File: src/rtl/handoff_frame_validator_core_assert.svh
// Assertion macros for the handoff frame validator core.
`ifndef HANDOFF_FRAME_VALIDATOR_CORE_ASSERT_SVH
`define HANDOFF_FRAME_VALIDATOR_CORE_ASSERT_SVH

// Same-cycle implication, checked on every rising clock edge outside reset.
`define HFV_ASSERT_IMP(label, clk, rst, cond, expr, msg) \
   label: assert property (@(posedge clk) disable iff (rst) (cond) |-> (expr)) \
      else $error(msg);

// Next-cycle implication, checked on every rising clock edge outside reset.
`define HFV_ASSERT_NEXT(label, clk, rst, cond, expr, msg) \
   label: assert property (@(posedge clk) disable iff (rst) (cond) |=> (expr)) \
      else $error(msg);

`endif

File: src/rtl/hfv_pkg.sv
// Shared types, constants and schema tables for the handoff frame validator.
package hfv_pkg;

   // Field classes of a frame schema
   typedef enum logic [2:0] {
      FT_ID,
      FT_TEXT,
      FT_DIGEST,
      FT_ENV,
      FT_NUM8,
      FT_NUM1
   } field_kind_type;

   // Parse phase within one field
   typedef enum logic [1:0] {
      PH_START,
      PH_PREFIX,
      PH_CONTENT
   } phase_type;

   // Frame error codes as reported on the result channel
   typedef enum logic [1:0] {
      ERR_NONE,
      ERR_TRUNCATED,
      ERR_OVER_LIMIT,
      ERR_TRAILING
   } error_type;

   // Configuration register indexes
   localparam logic [1:0] CSR_ID_LIMIT       = 2'd0;
   localparam logic [1:0] CSR_TEXT_LIMIT     = 2'd1;
   localparam logic [1:0] CSR_DIGEST_LIMIT   = 2'd2;
   localparam logic [1:0] CSR_ENVELOPE_LIMIT = 2'd3;

   // Limit reset values
   localparam logic [31:0] ID_LIMIT_RESET       = 32'd600;
   localparam logic [31:0] TEXT_LIMIT_RESET     = 32'd2048;
   localparam logic [31:0] DIGEST_LIMIT_RESET   = 32'd128;
   localparam logic [31:0] ENVELOPE_LIMIT_RESET = 32'd16777216;

   // Frame kinds
   localparam logic [2:0] KIND_OFFER  = 3'd0;
   localparam logic [2:0] KIND_ACCEPT = 3'd1;
   localparam logic [2:0] KIND_REJECT = 3'd2;
   localparam logic [2:0] KIND_DATA   = 3'd3;
   localparam logic [2:0] KIND_ACK    = 3'd4;

   localparam logic [31:0] NUM8_BYTES = 32'd8;
   localparam logic [31:0] NUM1_BYTES = 32'd1;
   localparam int unsigned PREFIX_BYTES = 4;

   typedef struct packed {
      logic [31:0] id_limit;
      logic [31:0] text_limit;
      logic [31:0] digest_limit;
      logic [31:0] envelope_limit;
   } limits_type;

   // One result word
   typedef struct packed {
      logic [7:0] out_byte;
      logic [3:0] field_number;
      logic       is_length_byte;
      logic       is_value_byte;
      logic       frame_end;
      logic       frame_ok;
      error_type  error_code;
   } rsp_word_type;

   // Number of fields in each schema; unknown kinds have none
   function automatic logic [3:0] schema_count(input logic [2:0] kind);
      logic [3:0] n;
      unique case (kind)
         KIND_OFFER:  n = 4'd9;
         KIND_ACCEPT: n = 4'd4;
         KIND_REJECT: n = 4'd3;
         KIND_DATA:   n = 4'd2;
         KIND_ACK:    n = 4'd6;
         default:     n = 4'd0;
      endcase
      return n;
   endfunction

   // Field class at a given place of a schema
   function automatic field_kind_type schema_field(input logic [2:0] kind,
                                                   input logic [3:0] idx);
      field_kind_type f;
      f = FT_ID;
      unique case (kind)
         KIND_OFFER: begin
            unique case (idx)
               4'd1, 4'd2, 4'd3:       f = FT_TEXT;
               4'd4, 4'd6, 4'd7, 4'd8: f = FT_NUM8;
               4'd5:                   f = FT_DIGEST;
               default:                f = FT_ID;
            endcase
         end
         KIND_ACCEPT: begin
            unique case (idx)
               4'd1, 4'd2: f = FT_NUM8;
               4'd3:       f = FT_TEXT;
               default:    f = FT_ID;
            endcase
         end
         KIND_REJECT: begin
            unique case (idx)
               4'd1:    f = FT_NUM1;
               4'd2:    f = FT_NUM8;
               default: f = FT_ID;
            endcase
         end
         KIND_DATA: begin
            unique case (idx)
               4'd1:    f = FT_ENV;
               default: f = FT_ID;
            endcase
         end
         KIND_ACK: begin
            unique case (idx)
               4'd1:       f = FT_TEXT;
               4'd2, 4'd3: f = FT_NUM8;
               4'd4, 4'd5: f = FT_DIGEST;
               default:    f = FT_ID;
            endcase
         end
         default: f = FT_ID;
      endcase
      return f;
   endfunction

endpackage

File: src/rtl/handoff_frame_validator_core.sv
// Top level of the handoff frame validator: byte parser with registered result.
//
//   channel  dir  handshake              payload
//   req_     in   req_valid/req_stall    req_in_byte, req_frame_last, req_frame_kind
//   rsp_     out  rsp_valid/rsp_stall    byte, field label, frame_end, ok, error code
//   csr_     in   csr_valid/csr_ready    csr_index, csr_wdata
//
// One word per clock while req_stall is low: each byte is parsed in the cycle it
// is accepted and its result is captured in the result register.
// Reset (synchronous, active high) clears parse state and loads limit defaults.
// req_stall rises only while a result is held and rsp_stall is high.
// csr_ready is always high; limits take effect for the next accepted word.
module handoff_frame_validator_core
   import hfv_pkg::*;
(
   input  logic        clock,
   input  logic        reset,
   input  logic        req_valid,
   output logic        req_stall,
   input  logic [7:0]  req_in_byte,
   input  logic        req_frame_last,
   input  logic [2:0]  req_frame_kind,
   output logic        rsp_valid,
   input  logic        rsp_stall,
   output logic [7:0]  rsp_out_byte,
   output logic [3:0]  rsp_field_number,
   output logic        rsp_is_length_byte,
   output logic        rsp_is_value_byte,
   output logic        rsp_frame_end,
   output logic        rsp_frame_ok,
   output logic [1:0]  rsp_error_code,
   input  logic        csr_valid,
   output logic        csr_ready,
   input  logic [1:0]  csr_index,
   input  logic [31:0] csr_wdata
);

`include "handoff_frame_validator_core_assert.svh"

   limits_type   limits;
   rsp_word_type word_in;
   rsp_word_type word_out;
   logic         req_fire;

   hfv_csr u_csr (
      .clock     (clock),
      .reset     (reset),
      .csr_valid (csr_valid),
      .csr_ready (csr_ready),
      .csr_index (csr_index),
      .csr_wdata (csr_wdata),
      .limits    (limits)
   );

   hfv_parse u_parse (
      .clock      (clock),
      .reset      (reset),
      .req_fire   (req_fire),
      .in_byte    (req_in_byte),
      .frame_last (req_frame_last),
      .frame_kind (req_frame_kind),
      .limits     (limits),
      .word_in    (word_in)
   );

   hfv_out u_out (
      .clock     (clock),
      .reset     (reset),
      .req_valid (req_valid),
      .req_stall (req_stall),
      .req_fire  (req_fire),
      .word_in   (word_in),
      .rsp_valid (rsp_valid),
      .rsp_stall (rsp_stall),
      .word_out  (word_out)
   );

   assign rsp_out_byte       = word_out.out_byte;
   assign rsp_field_number   = word_out.field_number;
   assign rsp_is_length_byte = word_out.is_length_byte;
   assign rsp_is_value_byte  = word_out.is_value_byte;
   assign rsp_frame_end      = word_out.frame_end;
   assign rsp_frame_ok       = word_out.frame_ok;
   assign rsp_error_code     = word_out.error_code;

   // Checks on result labeling and flow
   `HFV_ASSERT_IMP(a_ok_clean, clock, reset, rsp_valid && rsp_frame_ok,
      rsp_frame_end && rsp_error_code == ERR_NONE, "frame_ok with error or mid-frame")
   `HFV_ASSERT_IMP(a_mid_quiet, clock, reset, rsp_valid && !rsp_frame_end,
      !rsp_frame_ok && rsp_error_code == ERR_NONE, "status reported before frame end")
   `HFV_ASSERT_IMP(a_one_label, clock, reset, rsp_valid,
      !(rsp_is_length_byte && rsp_is_value_byte), "byte labeled both length and value")
   `HFV_ASSERT_NEXT(a_fire_shows, clock, reset, req_valid && !req_stall,
      rsp_valid, "accepted word produced no result")

endmodule

File: src/rtl/hfv_csr.sv
// Length limit registers written through the configuration port.
module hfv_csr
   import hfv_pkg::*;
(
   input  logic        clock,
   input  logic        reset,
   input  logic        csr_valid,
   output logic        csr_ready,
   input  logic [1:0]  csr_index,
   input  logic [31:0] csr_wdata,
   output limits_type  limits
);

   limits_type limits_ff;
   limits_type limits_in;

   assign csr_ready = 1'b1;

   // Register write decode
   always_comb begin
      limits_in = limits_ff;
      if (csr_valid) begin
         unique case (csr_index)
            CSR_ID_LIMIT:       limits_in.id_limit       = csr_wdata;
            CSR_TEXT_LIMIT:     limits_in.text_limit     = csr_wdata;
            CSR_DIGEST_LIMIT:   limits_in.digest_limit   = csr_wdata;
            CSR_ENVELOPE_LIMIT: limits_in.envelope_limit = csr_wdata;
            default:            limits_in = limits_ff;
         endcase
      end
   end

   always_ff @(posedge clock) begin
      if (reset) begin
         limits_ff.id_limit       <= ID_LIMIT_RESET;
         limits_ff.text_limit     <= TEXT_LIMIT_RESET;
         limits_ff.digest_limit   <= DIGEST_LIMIT_RESET;
         limits_ff.envelope_limit <= ENVELOPE_LIMIT_RESET;
      end else begin
         limits_ff <= limits_in;
      end
   end

   assign limits = limits_ff;

endmodule

File: src/rtl/hfv_parse.sv
// Frame parse state and per-byte labeling logic.
module hfv_parse
   import hfv_pkg::*;
(
   input  logic         clock,
   input  logic         reset,
   input  logic         req_fire,
   input  logic [7:0]   in_byte,
   input  logic         frame_last,
   input  logic [2:0]   frame_kind,
   input  limits_type   limits,
   output rsp_word_type word_in
);

   logic [2:0]  kind_ff,  kind_in;
   logic [3:0]  idx_ff,   idx_in;
   phase_type   phase_ff, phase_in;
   logic [1:0]  pc_ff,    pc_in;
   logic [31:0] len_ff,   len_in;
   error_type   err_ff,   err_in;
   logic        mid_ff,   mid_in;

   logic [2:0]     kind_e;
   logic [3:0]     idx_e;
   phase_type      phase_e;
   logic [1:0]     pc_e;
   logic [31:0]    len_e;
   error_type      err_e;
   logic [3:0]     count;
   field_kind_type ftype;
   logic [31:0]    limit;
   phase_type      work_phase;
   logic [31:0]    work_len;
   logic [1:0]     work_pc;
   logic [31:0]    shifted;
   logic [31:0]    dec;

   // First byte of a frame starts from a clean state
   always_comb begin
      kind_e  = mid_ff ? kind_ff  : frame_kind;
      idx_e   = mid_ff ? idx_ff   : 4'd0;
      phase_e = mid_ff ? phase_ff : PH_START;
      pc_e    = mid_ff ? pc_ff    : 2'd0;
      len_e   = mid_ff ? len_ff   : 32'd0;
      err_e   = mid_ff ? err_ff   : ERR_NONE;
      count   = schema_count(kind_e);
      ftype   = schema_field(kind_e, idx_e);
   end

   // Limit for the current string field
   always_comb begin
      unique case (ftype)
         FT_ID:     limit = limits.id_limit;
         FT_TEXT:   limit = limits.text_limit;
         FT_DIGEST: limit = limits.digest_limit;
         default:   limit = limits.envelope_limit;
      endcase
   end

   // Field walk, length check and result labeling
   always_comb begin
      kind_in    = kind_e;
      idx_in     = idx_e;
      phase_in   = phase_e;
      pc_in      = pc_e;
      len_in     = len_e;
      err_in     = err_e;
      work_phase = phase_e;
      work_len   = len_e;
      work_pc    = pc_e;
      shifted    = 32'd0;
      dec        = 32'd0;
      word_in    = '0;
      word_in.out_byte   = in_byte;
      word_in.frame_end  = frame_last;
      word_in.error_code = ERR_NONE;

      if (err_e == ERR_NONE) begin
         if (idx_e >= count) begin
            err_in = ERR_TRAILING;
         end else begin
            word_in.field_number = idx_e;
            // field start: strings open a prefix, numbers go to content
            if (phase_e == PH_START) begin
               if (ftype == FT_ID || ftype == FT_TEXT || ftype == FT_DIGEST ||
                   ftype == FT_ENV) begin
                  work_phase = PH_PREFIX;
                  work_pc    = 2'd0;
                  work_len   = 32'd0;
               end else begin
                  work_phase = PH_CONTENT;
                  work_len   = (ftype == FT_NUM8) ? NUM8_BYTES : NUM1_BYTES;
               end
            end
            if (work_phase == PH_PREFIX) begin
               word_in.is_length_byte = 1'b1;
               shifted = {work_len[23:0], in_byte};
               if (work_pc == 2'(PREFIX_BYTES - 1)) begin
                  pc_in = 2'd0;
                  if (shifted > limit) begin
                     err_in   = ERR_OVER_LIMIT;
                     phase_in = PH_PREFIX;
                     len_in   = shifted;
                  end else if (shifted == 32'd0) begin
                     idx_in   = idx_e + 4'd1;
                     phase_in = PH_START;
                     len_in   = 32'd0;
                  end else begin
                     phase_in = PH_CONTENT;
                     len_in   = shifted;
                  end
               end else begin
                  pc_in    = work_pc + 2'd1;
                  phase_in = PH_PREFIX;
                  len_in   = shifted;
               end
            end else begin
               word_in.is_value_byte = 1'b1;
               dec = work_len - {31'd0, (work_len != 32'd0)};
               if (dec == 32'd0) begin
                  idx_in   = idx_e + 4'd1;
                  phase_in = PH_START;
                  pc_in    = 2'd0;
                  len_in   = 32'd0;
               end else begin
                  phase_in = work_phase;
                  pc_in    = work_pc;
                  len_in   = dec;
               end
            end
         end
      end

      // frame end: first error wins, else missing fields mean truncation
      mid_in = 1'b1;
      if (frame_last) begin
         mid_in = 1'b0;
         if (err_in != ERR_NONE) begin
            word_in.error_code = err_in;
         end else if (idx_in < count) begin
            word_in.error_code = ERR_TRUNCATED;
         end else begin
            word_in.frame_ok = 1'b1;
         end
      end
   end

   always_ff @(posedge clock) begin
      if (reset) begin
         kind_ff  <= 3'd0;
         idx_ff   <= 4'd0;
         phase_ff <= PH_START;
         pc_ff    <= 2'd0;
         len_ff   <= 32'd0;
         err_ff   <= ERR_NONE;
         mid_ff   <= 1'b0;
      end else if (req_fire) begin
         kind_ff  <= kind_in;
         idx_ff   <= idx_in;
         phase_ff <= phase_in;
         pc_ff    <= pc_in;
         len_ff   <= len_in;
         err_ff   <= err_in;
         mid_ff   <= mid_in;
      end
   end

endmodule

File: src/rtl/hfv_out.sv
// Result register with valid/stall handshake toward the consumer.
module hfv_out
   import hfv_pkg::*;
(
   input  logic         clock,
   input  logic         reset,
   input  logic         req_valid,
   output logic         req_stall,
   output logic         req_fire,
   input  rsp_word_type word_in,
   output logic         rsp_valid,
   input  logic         rsp_stall,
   output rsp_word_type word_out
);

   logic         valid_ff, valid_in;
   rsp_word_type word_ff;

   // Hold off the producer only while a result sits unclaimed
   assign req_stall = valid_ff & rsp_stall;
   assign req_fire  = req_valid & ~req_stall;

   always_comb begin
      valid_in = valid_ff;
      if (req_fire) begin
         valid_in = 1'b1;
      end else if (valid_ff && !rsp_stall) begin
         valid_in = 1'b0;
      end
   end

   always_ff @(posedge clock) begin
      if (reset) begin
         valid_ff <= 1'b0;
      end else begin
         valid_ff <= valid_in;
      end
   end

   // Payload needs no reset
   always_ff @(posedge clock) begin
      if (req_fire) begin
         word_ff <= word_in;
      end
   end

   assign rsp_valid = valid_ff;
   assign word_out  = word_ff;

endmodule
File: config.mk
export PLATFORM = sky130hd
export DESIGN_NAME = handoff_frame_validator_core
export DESIGN_NICKNAME = d
export VERILOG_FILES = /design/src/rtl/hfv_pkg.sv /design/src/rtl/handoff_frame_validator_core.sv /design/src/rtl/hfv_csr.sv /design/src/rtl/hfv_parse.sv /design/src/rtl/hfv_out.sv
export VERILOG_INCLUDE_DIRS = /design/src /design/src/rtl
export SDC_FILE = /design/constraint.sdc
export NUM_CORES = 1
export LEC_CHECK = 0
export BUFFER_PORTS_ARGS = -buffer_cell sky130_fd_sc_hd__buf_4
export CAP_MARGIN = 20
export CORE_MARGIN = 4
export CORE_UTILIZATION = 47
export CTS_BUF_LIST = sky130_fd_sc_hd__clkbuf_4 sky130_fd_sc_hd__clkbuf_8
export CTS_CLUSTER_DIAMETER = 40
export DETAILED_ROUTE_END_ITERATION = 7
export GPL_TIMING_DRIVEN = 0
export SYNTH_ARGS = -nofsm -noshare
export SYNTH_HDL_FRONTEND = slang
export SYNTH_SLANG_ARGS = --single-unit
File: constraint.sdc
create_clock -name clock -period 17.84 [get_ports clock]
set_input_delay 3.568 -clock clock [delete_from_list [all_inputs] [get_ports clock]]
set_output_delay 3.568 -clock clock [all_outputs]
set_load 0.01 [all_outputs]
After elaboration in Yosys (flattened, before gate mapping)
Memory sizes are Yosys's and may differ from the RTL's.
Index checks and enable logic that the tools add are counted.

storage, ports and cells
  register bits after elaboration = 193
  bits in read-only memories = 48
  input bits = 51
  logic and storage cells = 138
  memories kept = 1

memory list
  name             depth  width  rd ports  clocked after Yosys merged registers in  wr ports  RTL line       source
  (no name shown)  16     3      1         0                                        0         hfv_pkg.sv:91  unique case (idx)

operators by class
  add/subtract/negate cells = 3
  $lt $le $gt $ge = 3
  equal/unequal tests = 18
  multiplexer cells = 65
  bitwise gates (word level) = 5
  reduce and logical (&&, ||, !) cells = 24

operators by type and width
  kind                 number
  $mux 32              12
  $pmux 32 s3          1
  $logic_not 32->1     2
  $mux 2               30
  $mux 4               9
  $gt 32x32->1         1
  $reduce_bool 32->1   1
  $sub 32x1->32        1
  $pmux 4 s5           1
  $pmux 3 s5           1
  $eq 3x2->1 const B   4
  $pmux 3 s2           2
  $reduce_or 2->1      5
  $pmux 3 s3           1
  $eq 4x2->1 const B   2
  $eq 4x3->1 const B   2
  $reduce_and 2->1     4
  $mux 1               7
  $eq 2x2->1 const B   3
  $eq 3x1->1 const B   2
  $eq 3x3->1 const B   2
  $logic_not 2->1      3
  $logic_not 3->1      2
  $add 4x1->4 const B  1
  other kinds (12)     19

Depth between registers and ports, before layout
Gate-level depths: netlist (run 1).

  depth in word-level cells = 23
  mapped depth = 29

Hierarchy
From an unflattened synthesis (run 1), not the netlist that was laid out.

second synthesis, totals
  cell total of the unflattened synthesis = 1262
  area, all modules = 11187.0 um2

by module, submodules not included
  module     instances  cells an instance  area an instance (um2)
  hfv_parse  1          775                5504.0
  hfv_csr    1          464                5096.1
  hfv_out    1          23                 586.8

Worst setup path after synthesis (run 1)
No wires, ideal clock.

  path type = input -> register
  start point = in req_frame_kind[2]
  end point = reg u_out.word_ff (netlist bit u_out.word_out[0]), data pin
  setup time = 281 ps
  data arrival time = 8555 ps
  slack = 9004 ps
  stages on the path = 26
  buffers on the path = 1
  cell sequence = mux2i_1 -> nand4b_1 -> a21oi_1 -> or2_2 -> buf_1 -> nand2_1 -> nand2_1 -> o21ai_0 -> ha_1 -> ha_1 -> nor3b_1 -> nand3_1 -> a2111o_1 -> a211o_1 -> a211o_1 -> nor4_2 -> a41oi_4 -> nor3_4 -> a21o_1 -> nand2_1 -> ha_1 -> nand3_1 -> a21oi_1 -> nor3_1 -> a21oi_1 -> o31ai_2

on the way
  longest elaborated chain between the ends = 21
  elaborated cells between the ends (all ways) = 54
  those cells by class = add/sub (1); order compare (3); eq/ne (10); mux (31); reduce/logical (9)

ends and longest elaborated chain
  item                                           RTL line                            source
  from (decl)                                    handoff_frame_validator_core.sv:22  input logic [2:0] req_frame_kind,
  $mux 3 (*)                                     hfv_parse.sv:40                     kind_e = mid_ff ? kind_ff : frame_kind;
  $eq 3x3->1 (tied with other cells)             hfv_pkg.sv:73, hfv_pkg.sv:89
  $pmux 3 s5                                     hfv_pkg.sv:89                       unique case (kind)
  $eq 3x1->1 or $logic_not 3->1 (tied branches)  hfv_parse.sv:52, hfv_parse.sv:85
  $logic_or 1x1->1 (3 in series)                 hfv_parse.sv:85                     if (ftype == FT_ID || ftype == FT_TEXT || ftype == FT_DIGEST ||
  $mux 32                                        hfv_parse.sv:85
  $mux 32                                        hfv_parse.sv:84                     if (phase_e == PH_START) begin
  $mux 32                                        hfv_parse.sv:79                     if (idx_e >= count) begin
  [... 4 more ...]                               --
  $mux 4 (on tied branches)                      hfv_parse.sv:120, hfv_parse.sv:98
  $mux 4                                         hfv_parse.sv:95                     if (work_phase == PH_PREFIX) begin
  $mux 4 (*)                                     hfv_parse.sv:79
  $mux 4 (*)                                     hfv_parse.sv:78                     if (err_e == ERR_NONE) begin
  net u_parse.idx_in[3]                          hfv_parse.sv:16                     logic [3:0] idx_ff, idx_in;
  $lt 4x4->1 (*)                                 hfv_parse.sv:140                    end else if (idx_in < count) begin
  $mux 1 (*)                                     hfv_parse.sv:140
  $mux 2 (*)                                     hfv_parse.sv:138                    if (err_in != ERR_NONE) begin
  to (signal assigned)                           hfv_out.sv:43                       word_ff <= word_in;
  to (decl)                                      hfv_out.sv:17                       rsp_word_type word_ff;

Mark *: on every way through the listed nets, which the timed path passes. The rest lies on a longest branch. The select of a mux whose other input is x is not followed.
A chain may end at the register's enable or synchronous reset.

Worst setup path after layout (run 1)
Ends and elaborated chain as after synthesis.

==> results of run 1 <==
## where the power goes
group          switching, W  total (W)  internal (W)
logic              0.000130   0.000195     0.0000644
registers        0.00000887   0.000463      0.000454
clock network      0.000202   0.000313      0.000112
## synth_stat cells (13+ instances only)
| library cell | n |
|---|---|
| clkbuf_1 | 105 |
| o21ai_0 | 60 |
| nor2_1 | 83 |
| and2_1 | 20 |
| nand4_1 | 16 |
| a22oi_1 | 13 |
| nand2_1 | 391 |
| edfxtp_1 | 18 |
| a222oi_1 | 23 |
| ha_1 | 40 |
| o211ai_1 | 15 |
| nor3_1 | 20 |
| inv_1 | 25 |
| nand3_1 | 27 |
| a21oi_1 | 193 |
| o22ai_1 | 15 |
| dfxtp_1 | 175 |
## cell type report
type,instances,area (sq um)
Inverter,25,93.8
Buffer,117,464
Clock inverter,15,200
Fill cell,2391,10900
Tap cell,319,399
Multi-Input combinational cell,1151,6530
Sequential cell,193,4040
Clock buffer,17,234
Timing Repair Buffer,69,518
## state kept, by name (all words and copies together) (netlist names)
name / cells
u_parse.pc_ff: 2
u_out.word_out: 18
u_parse.err_ff: 2
u_csr.limits: 128
u_out.rsp_valid: 1
u_parse.idx_ff: 4
u_parse.len_ff: 32
u_parse.phase_ff: 2
u_parse.kind_ff: 3
u_parse.mid_ff: 1
## per-stage QoR
step	hold slack (ns)	total power, W	instances	area (sq um)
after floorplan	0.433	0.000589	1486	11100
after detailed placement	0.443	0.000661	1874	12000
after global routing	0.479	0.00101	1906	12500
final	0.461	0.000971	1906	12500
after global placement	0.438	0.000660	1874	12000
after CTS	0.460	0.000968	1906	12500
## per-layer routing
layer	global-route usage [%]	vias up	routed length, um
li1	-	5497	-
met1	43.1	5680	17900
met2	54.5	675	20500
met3	5.96	149	3850
met4	14.7	0	2190
met5	0	-	0
## worst max path at each step
stage / startpoint / end / cells after the start
5_1_grt: req_frame_kind[2] / u_out.word_out[0]$_SDFFCE_PN0P_ / 26
2_1_floorplan: req_frame_kind[2] / u_out.word_out[0]$_SDFFCE_PN0P_ / 26
3_3_place_gp: req_frame_kind[2] / u_out.word_out[0]$_SDFFCE_PN0P_ / 26
3_5_place_dp: req_frame_kind[2] / u_out.word_out[0]$_SDFFCE_PN0P_ / 26
4_1_cts: req_frame_kind[2] / u_out.word_out[0]$_SDFFCE_PN0P_ / 26
6_report: req_frame_kind[2] / u_out.word_out[0]$_SDFFCE_PN0P_ / 26
## cell families after synthesis
| family | after synthesis | share of synthesized area, % |
|---|---|---|
| AOI/OAI and AO/OA | 440 | 25.6 |
| xor gates and xnor gates | 15 | 1.18 |
| adders and majority gates | 41 | 4.59 |
| buffers and inverters | 142 | 5.01 |
| DFF | 193 | 36.4 |
| muxes | 12 | 1.13 |
| other | 1 | 0.0337 |
| and+or+nand+nor | 642 | 26.1 |
## worst register-to-register path: cells and delay by family (launching register included)
family	cells	cell delay [ns]
flops	1	0.33
compound gates	9	2.65
buf+inv	6	2.52
mux	1	0.23
simple gates	7	2.49
fa+ha+maj	3	0.92
## placed cells by master, fill, tap and decap left out, types with 9 or more instances in the layout
master    Yosys  layout
a211oi_1     12      12
a21oi_1     193     193
a222oi_1     23      23
a22oi_1      13      13
a31oi_1      10      10
and2_1       20      20
buf_4         3      72
clkbuf_1    105     105
clkbuf_8      0      17
dfxtp_1     175     175
edfxtp_1     18      18
ha_1         40      40
inv_1        25      25
nand2_1     391     391
nand3_1      27      27
nand4_1      16      16
nor2_1       83      83
nor3_1       20      20
nor4_1       12      11
o211ai_1     15      15
o21ai_0      60      60
o22ai_1      15      15
or3_1        11      11
or4_1         9       9
xnor2_1      12      12
==> flow_summary_export.csv, run 1 <==
group,metric,value,unit
timing,finClkSkew,0.0263,ns
clock_network,clock_latency,0.49,ns
worst_hold_path,hold_class,"flop to flop",
worst_hold_path,hold_start,"u_csr.limits[27]$_SDFFE_PP0P_",
worst_setup_path,critPathMostFrequentCell,"nand2_1",
worst_setup_path,end_kind,"flop",
timing,setup_viol,0,
logic_synthesis,netlist_area,0.0111,sq mm
logic_synthesis,yosysWarnings,0,
route,vias_per_cell,6.30,
worst_setup_path,worstReg2RegEnd,"u_out.word_out[0]$_SDFFCE_PN0P_",
clock_network,ctsRootBufferMaster,"clkbuf_8",
global_routing,antenna_found_initial,0,
clock_network,clk_path_buf_depth,2,
timing,rsz0062_at_grt,"false",
placement,dp_hpwl,32.1,mm
floorplanning,io_pins,72,
logic_synthesis,synth_cell_types,84,
run_status,outcome,"complete, no violations",
floorplanning,initial_core_util,47.5,%
clock_network,clk_pin_slew_worst_paths,0.13,ns
route,via_count,12001,
worst_setup_path,path_max_fanout,8,
worst_setup_path,worst-path-buf-inv,2,
timing,post-route-period-util,59.3,%
placement,pre_cts_slack,7.15,ns
logic_synthesis,synth_area_leader_cell,"dfxtp_1",
timing,setup_slack,7.26,ns
logic_synthesis,synth.avg_cell_area,7.48,sq um
worst_setup_path,crit_path_start_kind,"input port",
route,routed_wl,44.4,mm
global_routing,grt_overflow,0,
cells_and_area,antenna_cells,0,
power_and_ir_drop,powerDensity,77.8,mW/mm^2
floorplanning,coreArea,0.0234,sq mm
timing,finalHoldViolations,0,
timing,period_minus_slack,10.58,ns
worst_setup_path,critPathSlowestCell,"nor3b_1",
clock_network,cts_made_buffers,17,
worst_setup_path,cp_data_arrival_time,10.91,ns
worst_setup_path,max_stage_delay,0.83,ns
worst_setup_path,critPathKind,"input port to flop",
route,drc,0,
global_routing,grt.total_usage,33.3,%
cells_and_area,drive_above_1_share,9.01,%
run,max_cap_viol_count,0,
floorplanning,dieArea,0.0262,sq mm
worst_hold_path,hold_path_end,"u_csr.limits[27]$_SDFFE_PP0P_",
logic_synthesis,synth_top_area_share,31.5,%
clock_network,cts_resized,0,
global_routing,grt_max_degree,28,
global_routing,grt_pass1_wl,67.7,mm
cells_and_area,areaGrowthSynthToFinish,12.2,%
clock_network,cts_tree,"built",
logic_synthesis,ys_ff_latch,193,
timing,fin_tns_setup,0,ns
clock_network,cts.htree.levels,4,
clock_network,hold_buffers,0,
worst_setup_path,reg2reg_setup_slack,8.54,ns
timing,slew_viol_final,0,
worst_hold_path,hold_depth,2,
cells_and_area,post-route-util,53.3,%
worst_setup_path,rr_worst_depth,26,
global_routing,first_global_vias,11275,
route,wl_per_cell,23.3,um
route,firstDrtPassIters,8,
floorplanning,die_x,162,um
timing,timing.fmax,94.5,MHz
power_and_ir_drop,leakage,4.66,nW
floorplanning,die-height,162,um
logic_synthesis,ys_seq_area_share,36.4,%
timing,relSlewSlack,32.2,%
floorplanning,rows,56,
worst_setup_path,worst_ep_required_time,18.17,ns
route,drtIter0Drc,1604,
cells_and_area,fin_nets,1665,
logic_synthesis,synth_area_leaders,"dfxtp_1 (32%), nand2_1 (13%), a21oi_1 (8.7%)",
logic_synthesis,ys_async_sr_fraction,0,%
logic_synthesis,syn-num-nets,1577,
clock_network,clock-sinks,193,
timing,tightest_slew,1.02,ns
worst_setup_path,reg2reg_from,"u_parse.mid_ff$_SDFFE_PP0P_",
clock_network,cts_setup_buffers,0,
placement,io_buffers,69,
route,ant_nets,0,
placement,gp_congestion,1.03,
logic_synthesis,synthCells,1486,
power_and_ir_drop,irDropWorstVdd,0.0483,mV
worst_setup_path,path_delay_family,"simple AND/OR/NAND/NOR gates",
logic_synthesis,synth-main-ff-cell,"dfxtp_1",
logic_synthesis,synth-edff-count,18,
No activity file was read; power rests on OpenSTA's default activity.
==> inputs of run 2 (changes only) <==
clock period = 9.9 ns   (was 17.84 ns; I/O delays follow)
==> flow_summary_export.csv, run 2 (same netlist as run 1, synthesis figures left out) <==
group,metric,value,unit
timing,rsz0062_at_grt,"false",
worst_setup_path,path_max_fanout,10,
route,firstDrtPassIters,6,
clock_network,cts_tree,"built",
run_status,outcome,"complete, no violations",
placement,dpl_cell_area,0.0120,sq mm
timing,setup_viol,0,
route,drtIter0Drc,1639,
worst_setup_path,crit_path_start_kind,"flop",
global_routing,grt_pass1_wl,67.8,mm
cells_and_area,antenna_cells,0,
route,ant_nets,0,
placement,dp_hpwl,32.1,mm
timing,post-route-period-util,93.5,%
clock_network,cts_resized,0,
global_routing,grt_overflow,0,
timing,finClkSkew,0.0266,ns
worst_hold_path,hold_class,"flop to flop",
timing,tightest_slew,1.03,ns
cells_and_area,largest_reg_flops,128,
worst_setup_path,end_kind,"flop",
clock_network,ctsRootBufferMaster,"clkbuf_8",
global_routing,grt_max_degree,28,
timing,relSlewSlack,31.2,%
global_routing,first_global_vias,11252,
route,drc,0,
cells_and_area,postLayoutCellArea,0.0125,sq mm
route,wl_per_cell,23.3,um
clock_network,clk_pin_slew_worst_paths,0.13,ns
route,routed_wl,44.4,mm
global_routing,grt.total_usage,33.3,%
clock_network,hold_buffers,0,
cells_and_area,post-route-util,53.3,%
power_and_ir_drop,powerDensity,140,mW/mm^2
route,vias_per_cell,6.29,
worst_setup_path,worst_ep_required_time,10.23,ns
run,max_cap_viol_count,0,
clock_network,clk_path_buf_depth,2,
cells_and_area,drive_above_1_share,9.01,%
clock_network,cts_made_buffers,17,
placement,io_buffers,69,
timing,period_minus_slack,9.25,ns
floorplanning,initial_core_util,47.5,%
clock_network,cts_setup_buffers,0,
clock_network,clock_latency,0.49,ns
power_and_ir_drop,leakage,4.66,nW
global_routing,antenna_found_initial,0,
placement,gp_congestion,1.03,
floorplanning,die-height,162,um
clock_network,clock-sinks,193,
cells_and_area,final_cell_mix,"nand2_1 (391), a21oi_1 (193), dfxtp_1 (175)",
timing,finalHoldViolations,0,
worst_setup_path,critPathKind,"flop to flop",
floorplanning,coreArea,0.0234,sq mm
timing,timing.fmax,108,MHz
timing,slew_viol_final,0,
floorplanning,rows,56,
floorplanning,io_pins,72,
worst_setup_path,cp_data_arrival_time,9.59,ns
floorplanning,dieArea,0.0262,sq mm
cells_and_area,mostFrequentLayoutCell,"nand2_1",
power_and_ir_drop,irDropWorstVdd,0.0872,mV
cells_and_area,fin_nets,1665,
route,via_count,11998,
clock_network,cts.htree.levels,4,
cells_and_area,areaGrowthSynthToFinish,12.2,%
floorplanning,die_x,162,um
timing,fin_tns_setup,0,ns
-- run 2: cell counts in the layout (fill, tap and decap cells not counted) --
No cell type changed its count.
-- run 2: power by group --
part,leakage (nW),switching (W),internal [W]
combinational,2.85,0.000235,0.000116
clock,0.215,0.000364,0.000201
sequential,1.60,0.0000161,0.000819
total,4.66,0.000616,0.00114
-- run 2: final timing paths --
kind	start	endpoint	slack [ns]	cells after the start
hold / removal	u_csr.limits[9]$_SDFFE_PP0P_	u_csr.limits[9]$_SDFFE_PP0P_	0.46	2
setup / recovery	u_parse.mid_ff$_SDFFE_PP0P_	u_out.word_out[0]$_SDFFCE_PN0P_	0.65	26
setup reg to reg	u_parse.mid_ff$_SDFFE_PP0P_	u_out.word_out[0]$_SDFFCE_PN0P_	0.65	26
hold reg to reg	u_csr.limits[9]$_SDFFE_PP0P_	u_csr.limits[9]$_SDFFE_PP0P_	0.46	2
-- run 2: metal layers --
| layer | vias to the layer above | wire length [um] | track usage, % |
|---|---|---|---|
| met5 | - | 0 | 0 |
| met4 | 0 | 2060 | 14.3 |
| met3 | 147 | 4010 | 5.89 |
| met2 | 684 | 20600 | 54.8 |
| met1 | 5681 | 17700 | 43.2 |
| li1 | 5486 | - | - |
-- run 2: layout make-up --
class | count | area (sq um)
fill | 2391 | 10900
multi-input combinational | 1151 | 6530
sequential | 193 | 4040
timing repair buffer | 69 | 518
buffer | 117 | 464
tap | 319 | 399
clock buffer | 17 | 234
clock inverter | 15 | 200
inverter | 25 | 93.8
-- run 2: critical path, cell delays in order (launching register included) --
cell	delay [ns]
dfxtp_1	0.33
buf_2	0.18
buf_2	0.26
o21a_1	0.42
clkbuf_1	0.55
buf_2	0.37
clkbuf_1	0.58
clkbuf_1	0.55
o21ai_0	0.37
nand2_1	0.16
ha_1	0.33
ha_1	0.31
nor3b_1	0.81
nand2_1	0.45
o31ai_1	0.79
a41oi_2	0.28
nor4_4	0.42
a41oi_4	0.31
nor3_4	0.36
mux2i_1	0.23
ha_1	0.27
a21o_1	0.16
a21oi_1	0.20
nand2_1	0.12
nor3_1	0.14
a21oi_1	0.07
o31ai_2	0.06
-- run 2: metrics by stage --
step / worst slack (ns) / cells / hold slack, ns / power, W
after global placement: 0.744 / 1874 / 0.438 / 0.00119
after global routing: 0.645 / 1906 / 0.479 / 0.00182
after detailed placement: 0.794 / 1874 / 0.443 / 0.00119
after floorplan: 2.65 / 1486 / 0.433 / 0.00106
after CTS: 1.27 / 1906 / 0.460 / 0.00174
final: 0.646 / 1906 / 0.460 / 0.00175
==> inputs of run 3 (changes only) <==
CELL_PAD_IN_SITES_DETAIL_PLACEMENT = 1   (was default)
CELL_PAD_IN_SITES_GLOBAL_PLACEMENT = 1   (was default)
CORE_UTILIZATION = 44   (was 47)
PLACE_DENSITY_LB_ADDON = 0.1   (was default)
SYNTH_HIERARCHICAL = 1   (was default)
clock period = 7.7 ns   (was 9.9 ns; I/O delays follow)
==> flow_summary_export.csv, run 3 <==
group,metric,value,unit
run_status,outcome,"complete, no violations",
clock_network,cts.htree.levels,4,
cells_and_area,stdcell_count,1699,
global_routing,grt_max_degree,23,
cells_and_area,fin_nets,1448,
worst_setup_path,end_kind,"flop",
clock_network,hold_buffers,0,
timing,slew_viol_final,0,
power_and_ir_drop,leakage,5.46,nW
logic_synthesis,ys_seq_area_share,36.1,%
logic_synthesis,synth_common_cells,"dfxtp_1 (175), nand2b_1 (162), mux2i_1 (129), nand2_1 (100), nor2_1 (83)",
power_and_ir_drop,powerDensity,182,mW/mm^2
floorplanning,initial_core_util,44.6,%
cells_and_area,drive_above_1_share,14.1,%
clock_network,clk_pin_slew_worst_paths,0.13,ns
floorplanning,rows,58,
logic_synthesis,synth-main-ff-cell,"dfxtp_1",
logic_synthesis,ys_async_sr_fraction,0,%
logic_synthesis,synth_area_leader_cell,"dfxtp_1",
cells_and_area,final_cell_mix,"dfxtp_1 (175), nand2b_1 (162), mux2i_1 (129)",
clock_network,cts_tree,"built",
global_routing,grt_overflow,0,
floorplanning,coreArea,0.0251,sq mm
clock_network,cts_made_buffers,17,
logic_synthesis,yosysWarnings,6,
worst_setup_path,worst_ep_required_time,7.96,ns
timing,period_minus_slack,7.43,ns
route,vias_per_cell,6.07,
timing,hold_slack,0.486,ns
floorplanning,die-height,167,um
cells_and_area,largest_reg_flops,128,
route,wl_per_cell,23.5,um
route,drc,0,
logic_synthesis,synth.most_common_cell,"dfxtp_1",
global_routing,antenna_found_initial,0,
worst_setup_path,critPathKind,"input port to flop",
route,drtIter0Drc,928,
logic_synthesis,synth_top_area_share,31.3,%
logic_synthesis,syn-num-nets,1354,
timing,finClkSkew,0.0267,ns
timing,setup_slack,0.267,ns
logic_synthesis,synth.avg_cell_area,8.86,sq um
placement,gp_congestion,0.944,
clock_network,clock_latency,0.49,ns
logic_synthesis,netlist_area,0.0112,sq mm
cells_and_area,areaGrowthSynthToFinish,13.9,%
route,routed_wl,39.9,mm
power_and_ir_drop,irDropWorstVdd,0.0917,mV
power_and_ir_drop,p_total,0.00232,W
timing,finalHoldViolations,0,
clock_network,ctsRootBufferMaster,"clkbuf_8",
floorplanning,die_x,167,um
worst_setup_path,crit_path_start_kind,"input port",
global_routing,first_global_vias,10723,
worst_setup_path,path_max_fanout,10,
worst_setup_path,cp_data_arrival_time,7.70,ns
floorplanning,io_pins,72,
timing,relSlewSlack,28.8,%
global_routing,grt_pass1_wl,61.5,mm
placement,io_buffers,70,
timing,post-route-period-util,96.5,%
clock_network,clk_path_buf_depth,2,
logic_synthesis,synth-edff-count,18,
floorplanning,dieArea,0.0280,sq mm
placement,pre_cts_slack,-1.87,ns
placement,dp_hpwl,29.4,mm
logic_synthesis,ys_ff_latch,193,
route,via_count,10321,
placement,placedCellCount,1662,
run,max_cap_viol_count,0,
logic_synthesis,synth_area_leaders,"dfxtp_1 (31%), mux2i_1 (12%), nand2b_1 (9.1%)",
global_routing,grt.total_usage,27.7,%
route,ant_nets,0,
timing,tightest_slew,1.06,ns
timing,setup_viol,0,
worst_hold_path,hold_class,"flop to flop",
timing,timing.fmax,135,MHz
clock_network,clock-sinks,193,
logic_synthesis,synthCells,1262,
route,firstDrtPassIters,8,
cells_and_area,mostFrequentLayoutCell,"dfxtp_1",
logic_synthesis,synth_cell_types,81,
cells_and_area,antenna_cells,0,
## run 3: where the power goes
part / switching [W] / internal [W] / leakage (nW) / total (W)
combinational: 0.000316 / 0.000196 / 3.65 / 0.000512
sequential: 0.0000266 / 0.00105 / 1.60 / 0.00108
clock: 0.000465 / 0.000260 / 0.215 / 0.000725
total: 0.000808 / 0.00151 / 5.46 / 0.00232
## run 3: logic make-up (layout without fill, tap and decap cells)
kind of cell	after synthesis	count (layout)	share of synthesized area, %
flip-flops	193	193	36.1
buffers and inverters	118	225	5.01
multiplexers	132	132	12.0
other	1	1	0.0335
AND/OR/NAND/NOR	475	475	23.3
AO/OA/AOI/OAI	290	290	18.1
adder cells (fa/ha/maj)	41	41	4.59
XOR/XNOR	12	12	0.939
## run 3: critical path, stage by stage
cell,delay (ns)
buf_4,0.12
mux2i_4,0.23
xnor2_1,0.10
and3_1,0.23
o21ai_4,0.27
buf_4,0.28
and2_4,0.27
clkbuf_4,0.26
a222oi_1,0.10
nand2_1,0.09
o21ai_0,0.20
ha_1,0.39
nand4_1,0.09
or2_2,0.31
nor4_2,0.39
nand3_1,0.19
o21ai_0,0.12
o21a_2,0.26
a31oi_1,0.24
nor2_2,0.21
nand2_1,0.15
or4_1,0.59
nand2_1,0.09
ha_1,0.24
o221ai_1,0.35
a2111oi_4,0.11
o2111a_1,0.27
## run 3: per-layer routing
layer	vias to the layer above	global-route usage [%]	share of wire, %
met4	0	10.7	3.8
met1	5096	35.7	43
met5	-	0	0
met2	338	46.6	48
li1	4806	-	-
met3	81	4.56	5.2
## run 3: through the flow
stage,TNS [ns],util [%],cell area (sq um)
floorplan,0,-,11200
global placement,-24.46,48.3,12100
detailed placement,-26.55,48.3,12100
CTS,0,50.4,12600
global route,-0.0601,50.7,12700
finish,0,50.7,12700
## run 3: worst paths after layout
| path | startpoint | endpoint | slack (ns) | cells past startpoint |
|---|---|---|---|---|
| worst min-delay path | u_csr/limits[92]$_SDFFE_PP0P_ | u_csr/limits[92]$_SDFFE_PP0P_ | 0.49 | 2 |
| worst max register to register | u_parse/mid_ff$_SDFFE_PP0P_ | u_out/word_out[0]$_DFFE_PP_ | 0.39 | 25 |
| worst min register to register | u_csr/limits[92]$_SDFFE_PP0P_ | u_csr/limits[92]$_SDFFE_PP0P_ | 0.49 | 2 |
| worst max-delay path | req_frame_kind[1] | u_out/word_out[2]$_DFFE_PP_ | 0.27 | 27 |
## run 3: final cells by class
type | instances | area [sq um]
Buffer | 96 | 503
Timing Repair Buffer | 76 | 578
Fill cell | 3034 | 12400
Sequential cell | 193 | 4040
Clock inverter | 15 | 200
Inverter | 21 | 78.8
Tap cell | 330 | 413
Clock buffer | 17 | 234
Multi-Input combinational cell | 951 | 6690
## run 3: what timing repair did
action	in CTS	in global routing
hold endpoints to repair	0	0
pin swaps	1	4
setup buffers	1	4
endpoints found under the setup margin	33	2
cloned	0	0
gates resized for setup	23	29
